### src/sv/i2cm_pkg.sv
`default_nettype none
// ----------------------------------------------------------------------------
// i2cm_pkg: shared definitions for the I2C master bit engine
// Command codes, reset values and the per-command phase counts.
// ----------------------------------------------------------------------------
package i2cm_pkg;

	// Default width of the per-phase tick counter
	localparam int unsigned I2CM_COUNTER_BITS = 16;

	// Width of the phase length register and its reset value
	localparam int unsigned I2CM_TICKS_W       = 16;
	localparam logic [15:0] I2CM_TICKS_RESET   = 16'd10;

	localparam int unsigned I2CM_PHASE_W = 5;

	typedef enum logic [2:0] {
		MODE_START    = 3'd0,
		MODE_STOP     = 3'd1,
		MODE_SEND     = 3'd2,
		MODE_RECV     = 3'd3,
		MODE_SEND_ACK = 3'd4,
		MODE_RECV_ACK = 3'd5
	} mode_t;

	// Number of phases in each command's sequence
	function automatic logic [I2CM_PHASE_W-1:0] seq_length(input mode_t m);
		logic [I2CM_PHASE_W-1:0] len;
		case (m)
			MODE_START:    len = 5'd4;
			MODE_STOP:     len = 5'd3;
			MODE_SEND:     len = 5'd24;
			MODE_RECV:     len = 5'd25;
			MODE_SEND_ACK: len = 5'd3;
			default:       len = 5'd4;
		endcase
		return len;
	endfunction

endpackage
`default_nettype wire

### src/sv/i2c_master_bit_engine.sv
`default_nettype none
// ----------------------------------------------------------------------------
// i2c_master_bit_engine: I2C master line sequencer
// Turns start, stop, byte and acknowledge commands into timed SCL/SDA phases.
// ----------------------------------------------------------------------------
// Each input word is one tick of the bus timebase. It may carry a command
// (cmd_valid with mode, tx_byte, ack_level) and always carries the sampled
// SDA level. A command is taken only while no sequence runs; commands that
// arrive while busy, or with mode 6 or 7, are dropped. A taken command runs
// its first phase on the same tick. Every phase (one SCL write, one SDA write
// or one SDA sample) lasts phase_ticks ticks (0 acts as 1, and the length is
// clipped to the tick counter's range). Bytes go MSB first; a level of 1
// means the line is released. Each input word yields exactly one result word
// with the line drives, busy/done flags and the last received byte and ack.
// Throughput is one word per clock while the result is not stalled: the word
// is registered in the input register, then the sequencer state and result
// register update from it together.
// A stalled result holds in the output register; the input register keeps
// taking words until it holds one that cannot move on.
// ----------------------------------------------------------------------------
module i2c_master_bit_engine
	import i2cm_pkg::*;
#(
	parameter int unsigned COUNTER_BITS = I2CM_COUNTER_BITS
) (
	input  wire logic                    clk,
	input  wire logic                    arst_n,

	// configuration
	input  wire logic                    cfg_we,
	input  wire logic [I2CM_TICKS_W-1:0] cfg_data,

	// input words
	input  wire logic                    in_valid,
	output logic                         in_stall,
	input  wire logic                    cmd_valid,
	input  wire logic [2:0]              mode,
	input  wire logic [7:0]              tx_byte,
	input  wire logic                    ack_level,
	input  wire logic                    sda_in,

	// result words
	output logic                         out_valid,
	input  wire logic                    out_stall,
	output logic                         scl_out,
	output logic                         sda_out,
	output logic                         busy_res,
	output logic                         done_res,
	output logic [7:0]                   rx_data,
	output logic                         rx_ack
);

	// Width that holds both the phase length register and the counter range
	localparam int unsigned LIM_W = (COUNTER_BITS > I2CM_TICKS_W) ? COUNTER_BITS : I2CM_TICKS_W;
	localparam int unsigned CMP_W = LIM_W + 1;

	// ------------------------------------------------------------------
	// Configuration register
	// ------------------------------------------------------------------
	logic [I2CM_TICKS_W-1:0] phase_ticks_q;

	always_ff @(posedge clk or negedge arst_n) begin
		if (!arst_n) begin
			phase_ticks_q <= I2CM_TICKS_RESET;
		end else if (cfg_we) begin
			phase_ticks_q <= cfg_data;
		end
	end

	// ------------------------------------------------------------------
	// Handshake: the pipeline advances when the result register is free
	// or being drained this cycle.
	// ------------------------------------------------------------------
	logic valid_s1;
	logic res_valid_q;
	logic advance;
	logic in_take;
	logic process;

	assign advance  = !res_valid_q || !out_stall;
	assign in_stall = valid_s1 && !advance;
	assign in_take  = in_valid && !in_stall;
	assign process  = valid_s1 && advance;

	// Input register
	logic       cmd_valid_s1;
	logic [2:0] mode_s1;
	logic [7:0] tx_byte_s1;
	logic       ack_level_s1;
	logic       sda_in_s1;

	always_ff @(posedge clk or negedge arst_n) begin
		if (!arst_n) begin
			valid_s1 <= 1'b0;
		end else begin
			valid_s1 <= in_take || (valid_s1 && !advance);
		end
	end

	always_ff @(posedge clk) begin
		if (in_take) begin
			cmd_valid_s1 <= cmd_valid;
			mode_s1      <= mode;
			tx_byte_s1   <= tx_byte;
			ack_level_s1 <= ack_level;
			sda_in_s1    <= sda_in;
		end
	end

	// ------------------------------------------------------------------
	// Sequencer state
	// ------------------------------------------------------------------
	logic                    running_q;
	mode_t                   act_mode_q;
	logic [I2CM_PHASE_W-1:0] phase_q;
	logic [COUNTER_BITS-1:0] tick_q;
	logic [1:0]              sub_q;     // step within a bit: drive/raise/lower to send, raise/sample/lower to receive
	logic [2:0]              bit_q;     // bit position, 0 is the MSB
	logic [7:0]              shift_q;
	logic [7:0]              rx_byte_q;
	logic                    scl_q;
	logic                    sda_q;
	logic                    ack_q;

	// Next-state values
	logic                    running_n;
	mode_t                   act_mode_n;
	logic [I2CM_PHASE_W-1:0] phase_n;
	logic [COUNTER_BITS-1:0] tick_n;
	logic [1:0]              sub_n;
	logic [2:0]              bit_n;
	logic [7:0]              shift_n;
	logic [7:0]              rx_byte_n;
	logic                    scl_n;
	logic                    sda_n;
	logic                    ack_n;
	logic                    done_n;

	// Effective phase length: zero acts as one, clip to counter range
	logic [LIM_W-1:0] ticks_ext;
	logic [LIM_W-1:0] cap;
	logic [LIM_W-1:0] limit;
	logic [CMP_W-1:0] tick_inc;
	logic             phase_end;
	logic             start;
	logic             do_act;
	logic             step_bit;

	assign ticks_ext = LIM_W'(phase_ticks_q);
	assign cap       = LIM_W'({COUNTER_BITS{1'b1}});

	always_comb begin
		if (ticks_ext == '0) begin
			limit = LIM_W'(1);
		end else if (ticks_ext > cap) begin
			limit = cap;
		end else begin
			limit = ticks_ext;
		end
	end

	always_comb begin
		start = !running_q && cmd_valid_s1 && (mode_s1 <= 3'(MODE_RECV_ACK));

		running_n  = running_q;
		act_mode_n = act_mode_q;
		phase_n    = phase_q;
		tick_n     = tick_q;
		sub_n      = sub_q;
		bit_n      = bit_q;
		shift_n    = shift_q;
		rx_byte_n  = rx_byte_q;
		scl_n      = scl_q;
		sda_n      = sda_q;
		ack_n      = ack_q;
		done_n     = 1'b0;
		tick_inc   = '0;
		phase_end  = 1'b0;
		do_act     = 1'b0;
		step_bit   = 1'b0;

		// Take a new command: restart the phase list and, for send, receive and send-ack, load the shifter
		if (start) begin
			running_n  = 1'b1;
			act_mode_n = mode_t'(mode_s1);
			phase_n    = '0;
			tick_n     = '0;
			sub_n      = 2'd0;
			bit_n      = 3'd0;
			case (mode_t'(mode_s1))
				MODE_SEND:     shift_n = tx_byte_s1;
				MODE_RECV:     shift_n = 8'h00;
				MODE_SEND_ACK: shift_n = {7'd0, ack_level_s1};
				default:       shift_n = shift_q;
			endcase
		end

		if (running_n) begin
			do_act = (tick_n == '0);

			// Perform the phase action on the first tick of the phase
			if (do_act) begin
				case (act_mode_n)
					MODE_START: begin
						case (phase_n)
							5'd0:    sda_n = 1'b1;
							5'd1:    scl_n = 1'b1;
							5'd2:    sda_n = 1'b0;
							default: scl_n = 1'b0;
						endcase
					end
					MODE_STOP: begin
						case (phase_n)
							5'd0:    sda_n = 1'b0;
							5'd1:    scl_n = 1'b1;
							default: sda_n = 1'b1;
						endcase
					end
					MODE_SEND: begin
						case (sub_n)
							2'd0:    sda_n = shift_n[~bit_n];
							2'd1:    scl_n = 1'b1;
							default: scl_n = 1'b0;
						endcase
					end
					MODE_RECV: begin
						if (phase_n == '0) begin
							sda_n = 1'b1;
						end else begin
							case (sub_n)
								2'd0: scl_n = 1'b1;
								2'd1: begin
									if (sda_in_s1) begin
										shift_n[~bit_n] = 1'b1;
									end
								end
								default: scl_n = 1'b0;
							endcase
						end
					end
					MODE_SEND_ACK: begin
						case (phase_n)
							5'd0:    sda_n = shift_n[0];
							5'd1:    scl_n = 1'b1;
							default: scl_n = 1'b0;
						endcase
					end
					default: begin
						case (phase_n)
							5'd0:    sda_n = 1'b1;
							5'd1:    scl_n = 1'b1;
							5'd2:    ack_n = sda_in_s1;
							default: scl_n = 1'b0;
						endcase
					end
				endcase
			end

			// Count ticks; a wrap of the counter also ends the phase
			tick_inc  = CMP_W'(tick_n) + CMP_W'(1);
			phase_end = (tick_inc >= CMP_W'(limit));

			if (phase_end) begin
				tick_n = '0;
				// The receive preamble phase does not move the bit position
				step_bit = !((act_mode_n == MODE_RECV) && (phase_n == '0));
				if (step_bit) begin
					if (sub_n == 2'd2) begin
						sub_n = 2'd0;
						bit_n = bit_n + 3'd1;
					end else begin
						sub_n = sub_n + 2'd1;
					end
				end
				phase_n = phase_n + 5'd1;
				if (phase_n >= seq_length(act_mode_n)) begin
					running_n = 1'b0;
					phase_n   = '0;
					done_n    = 1'b1;
					if (act_mode_n == MODE_RECV) begin
						rx_byte_n = shift_n;
					end
				end
			end else begin
				tick_n = tick_inc[COUNTER_BITS-1:0];
			end
		end
	end

	always_ff @(posedge clk or negedge arst_n) begin
		if (!arst_n) begin
			running_q  <= 1'b0;
			act_mode_q <= MODE_START;
			phase_q    <= '0;
			tick_q     <= '0;
			sub_q      <= 2'd0;
			bit_q      <= 3'd0;
			shift_q    <= 8'h00;
			rx_byte_q  <= 8'h00;
			scl_q      <= 1'b1;
			sda_q      <= 1'b1;
			ack_q      <= 1'b0;
		end else if (process) begin
			running_q  <= running_n;
			act_mode_q <= act_mode_n;
			phase_q    <= phase_n;
			tick_q     <= tick_n;
			sub_q      <= sub_n;
			bit_q      <= bit_n;
			shift_q    <= shift_n;
			rx_byte_q  <= rx_byte_n;
			scl_q      <= scl_n;
			sda_q      <= sda_n;
			ack_q      <= ack_n;
		end
	end

	// ------------------------------------------------------------------
	// Result register: hold while stalled
	// ------------------------------------------------------------------
	logic       scl_res_q;
	logic       sda_res_q;
	logic       busy_res_q;
	logic       done_res_q;
	logic [7:0] rx_data_q;
	logic       rx_ack_q;

	always_ff @(posedge clk or negedge arst_n) begin
		if (!arst_n) begin
			res_valid_q <= 1'b0;
		end else if (advance) begin
			res_valid_q <= valid_s1;
		end
	end

	always_ff @(posedge clk) begin
		if (process) begin
			scl_res_q  <= scl_n;
			sda_res_q  <= sda_n;
			busy_res_q <= running_n;
			done_res_q <= done_n;
			rx_data_q  <= rx_byte_n;
			rx_ack_q   <= ack_n;
		end
	end

	assign out_valid = res_valid_q;
	assign scl_out   = scl_res_q;
	assign sda_out   = sda_res_q;
	assign busy_res  = busy_res_q;
	assign done_res  = done_res_q;
	assign rx_data   = rx_data_q;
	assign rx_ack    = rx_ack_q;

endmodule
`default_nettype wire
### config.mk
export PLATFORM = sky130hd
export DESIGN_NAME = i2c_master_bit_engine
export DESIGN_NICKNAME = d
export VERILOG_FILES = /design/src/sv/i2cm_pkg.sv /design/src/sv/i2c_master_bit_engine.sv
export SDC_FILE = /design/constraint.sdc
export NUM_CORES = 1
export LEC_CHECK = 0
export ABC_CLOCK_PERIOD_IN_PS = 12310
export BUFFER_PORTS_ARGS = -buffer_cell sky130_fd_sc_hd__buf_2
export CORE_MARGIN = 5
export CORE_UTILIZATION = 35
export DETAILED_ROUTE_END_ITERATION = 16
export PLACE_DENSITY = 0.5
export SLEW_MARGIN = 30
export SYNTH_ARGS = -nofsm -noshare
export SYNTH_HDL_FRONTEND = slang
export SYNTH_SLANG_ARGS = --single-unit
### constraint.sdc
create_clock -name clk -period 12.31 [get_ports clk]
set_input_delay 0.6155 -clock clk [delete_from_list [all_inputs] [get_ports clk]]
set_output_delay 0.6155 -clock clk [all_outputs]
set_load 0.01 [all_outputs]
==> flow_summary.ini <==
[finish]
stdcell_area_sq_um = 6390
area_growth_pct = 12.6
multi_input_area_sq_um = 2920
ff_latch_area_sq_um = 2490
utilization = 0.402
fill_cells = 1641
antennaDiodeCount = 0
final_layout_size_suffix_gt1_frac = 0.173
nets = 699

[drt]
drt_iter0_markers = 262
drcViolationCount = 0
ant_nets = 0
first_pass_iters = 5
vias_per_cell = 5.37
totalWireLength_um = 14800
vias = 4604
wl_per_cell_um = 17.2

[clock_network]
cts.path.max_buffers = 2
cts-root-buf = clkbuf_16
cts_tree = built
cts_buffers = 9
clock_latency_ns = 0.35
h-tree-depth = 3
clk_pin_slew_ns = 0.07
post_cts_resized = 0
ctsHoldBuffers = 0
cts.sinks = 94
cts_setup_buffers = 0

[min_path]
hold_path_class = in2async

[worst_setup_path]
cp_max_fo = 25
r2r_cells = 18
cp-startpoint = running_q$_DFFE_PN0P_
r2r-start = running_q$_DFFE_PN0P_
arrival_ns = 5.31
r2r_end = rx_data[1]$_DFFE_PP_
cp-start-kind = flip-flop
rrSetupSlack_ns = 7.10
cp.required_ns = 12.41
worstSetupEndpointType = flip-flop
worst-setup-path-type = reg2reg
crit_end = rx_data[1]$_DFFE_PP_

[yosys]
syn_inst = 594
synth_area_leaders = dfrtp_1 28%, edfxtp_1 14%, ha_1 6.2%
ys.flop_type = dfrtp_1
synth_common_cells = 83 x nand2_1, 63 x dfrtp_1, 43 x o21ai_0
yosysMostFrequentCell = nand2_1
ys_seq_elements = 94
netlist.top_cell.by_area = dfrtp_1
synth-edff-count = 27
syn_area_sq_um = 5670
synthDistinctLibCells = 75
yosysTopAreaCellShare = 0.278
synth_warnings = 0
async_reset_ff_frac = 0.713
syn_area_per_cell_sq_um = 9.55
syn_nets = 657
ys_seq_area_frac = 0.439

[placed_design]
post_dp_cell_area_sq_um = 6100
place_congestion = 0.904
post-place-ws_ns = 7.21
numPortBuffers = 49
dp_hpwl_um = 10700

[timing]
post-route-period-util = 0.423
tns_ns = 0
drv_slew = 0
whs_ns = 0.337
period_minus_slack_ns = 5.21
fmax_ghz = 0.192
finClkSkew_ns = 0.00692
tightest_slew_ns = 0.830
setup_viol = 0
grt_setup_unrepaired = no
hold_violations = 0
setup_slack_ns = 7.10
relSlewSlack = 0.447

[run]
maxCapViolCount = 0

[die]
core.rowCount = 46
io_pins = 50
die_area_sq_um = 18900
die_w_um = 137
start_util = 0.357
chipHeight_um = 137
coreArea_sq_um = 15900

[global_routing]
grt_first_pass_wirelength_um = 24200
antenna_found_initial = 0
globalRouteTotalUtil = 0.165
grt_max_degree = 68
grt_overflow_total = 0
grt_pass1_vias = 4554

[pwr]
ir_drop_v = 0.0000829
power_leakage_uw = 0.00279
powerDensity_nw_per_um2 = 193

[status]
outcome = complete, no violations
## per-stage QoR
step                      std cells  power (uW)
after floorplan                 594         810
after global placement          841         951
after detailed placement        841         960
after CTS                       857        1240
after global routing            857        1320
final                           857        1230
## sequential cells by signal (all words and copies together) (netlist names), 2 cells and up
| name | flops |
|---|---|
| rx_byte_q | 8 |
| mode_s1 | 3 |
| phase_q | 5 |
| rx_data | 8 |
| phase_ticks_q | 16 |
| act_mode_q | 3 |
| bit_q | 3 |
| tx_byte_s1 | 8 |
| shift_q | 8 |
| tick_q | 16 |
| sub_q | 2 |
## critical path, stage by stage, from the launching register on
cell	delay, ns
dfrtp_1	0.49
nor2b_1	0.56
nand2_1	0.10
buf_4	0.25
and2_1	0.20
ha_1	0.24
o211a_1	0.14
nand2_1	0.14
inv_1	0.07
nand2_1	0.08
xor2_1	0.19
nor2_1	0.07
ha_1	0.30
and3_1	0.19
o2111ai_1	0.16
a21oi_1	0.23
or2_1	0.69
nand4_2	0.42
mux2_1	0.42
## layout by cell type, fill, tap and decap left out, drive strengths merged, types with 3 or more instances in the layout
cell | Yosys | routed
edfxtp | 27 | 27
nor3b | 5 | 5
a21o | 6 | 6
nand2b | 9 | 9
a21oi | 25 | 25
a32oi | 3 | 3
a22o | 6 | 6
o211ai | 4 | 4
mux2 | 20 | 20
o2bb2ai | 5 | 5
nor3 | 15 | 15
o41ai | 5 | 5
nand2 | 84 | 84
mux2i | 3 | 3
a211oi | 5 | 5
ha | 28 | 28
nand3 | 16 | 16
dfstp | 4 | 4
a31oi | 9 | 9
nor2b | 8 | 8
nor2 | 43 | 43
and3 | 6 | 6
o31ai | 5 | 5
buf | 8 | 55
inv | 34 | 36
a22oi | 6 | 6
or2 | 4 | 4
xor2 | 8 | 8
o21ai | 46 | 46
o21a | 5 | 5
clkbuf | 16 | 11
nor4 | 7 | 7
xnor2 | 11 | 11
nand4 | 13 | 13
dfrtp | 63 | 63
and2 | 7 | 7
## area by class of cell
type                       count  area share
tap                          216      0.0423
multi-input combinational    442       0.457
sequential                    94       0.390
clock buffer                  11      0.0380
inverter                      34      0.0200
timing repair buffer          55      0.0460
clock inverter                 5     0.00666
## kinds of logic (layout without fill, tap and decap cells)
logic type	Yosys count	after routing	synth area share
xor+xnor	19	19	0.0293
fa+ha+maj	28	28	0.0617
flops	94	94	0.439
buf+inv	58	105	0.0459
simple gates	225	225	0.203
compound gates	147	147	0.176
mux	23	23	0.0450
## worst min path at each step
| stage | startpoint | to | cells past startpoint |
|---|---|---|---|
| floorplan | arst_n | ack_q$_DFFE_PN0P_ | 0 |
| global placement | shift_q[5]$_DFFE_PN0P_ | shift_q[5]$_DFFE_PN0P_ | 2 |
| detailed placement | shift_q[5]$_DFFE_PN0P_ | shift_q[5]$_DFFE_PN0P_ | 2 |
| CTS | tx_byte[4] | tx_byte_s1[4]$_DFFE_PP_ | 1 |
| global route | tx_byte[7] | tx_byte_s1[7]$_DFFE_PP_ | 1 |
| finish | arst_n | valid_s1$_DFF_PN0_ | 2 |
## layer usage
metal,share of wire,up-vias,GRT usage
li1,-,2236,-
met5,0,-,0
met3,0.044,23,0.0270
met1,0.47,2228,0.234
met2,0.46,117,0.254
met4,0.022,0,0.0626
## report_power, final
part           internal [uW]  switching (uW)  leakage [uW]  total (uW)
registers                387            59.9       0.00110         447
logic                    194             319       0.00155         513
clock network            145             128      0.000137         273
total                    726             506       0.00279        1230
No activity file was read; power rests on OpenSTA's default activity.
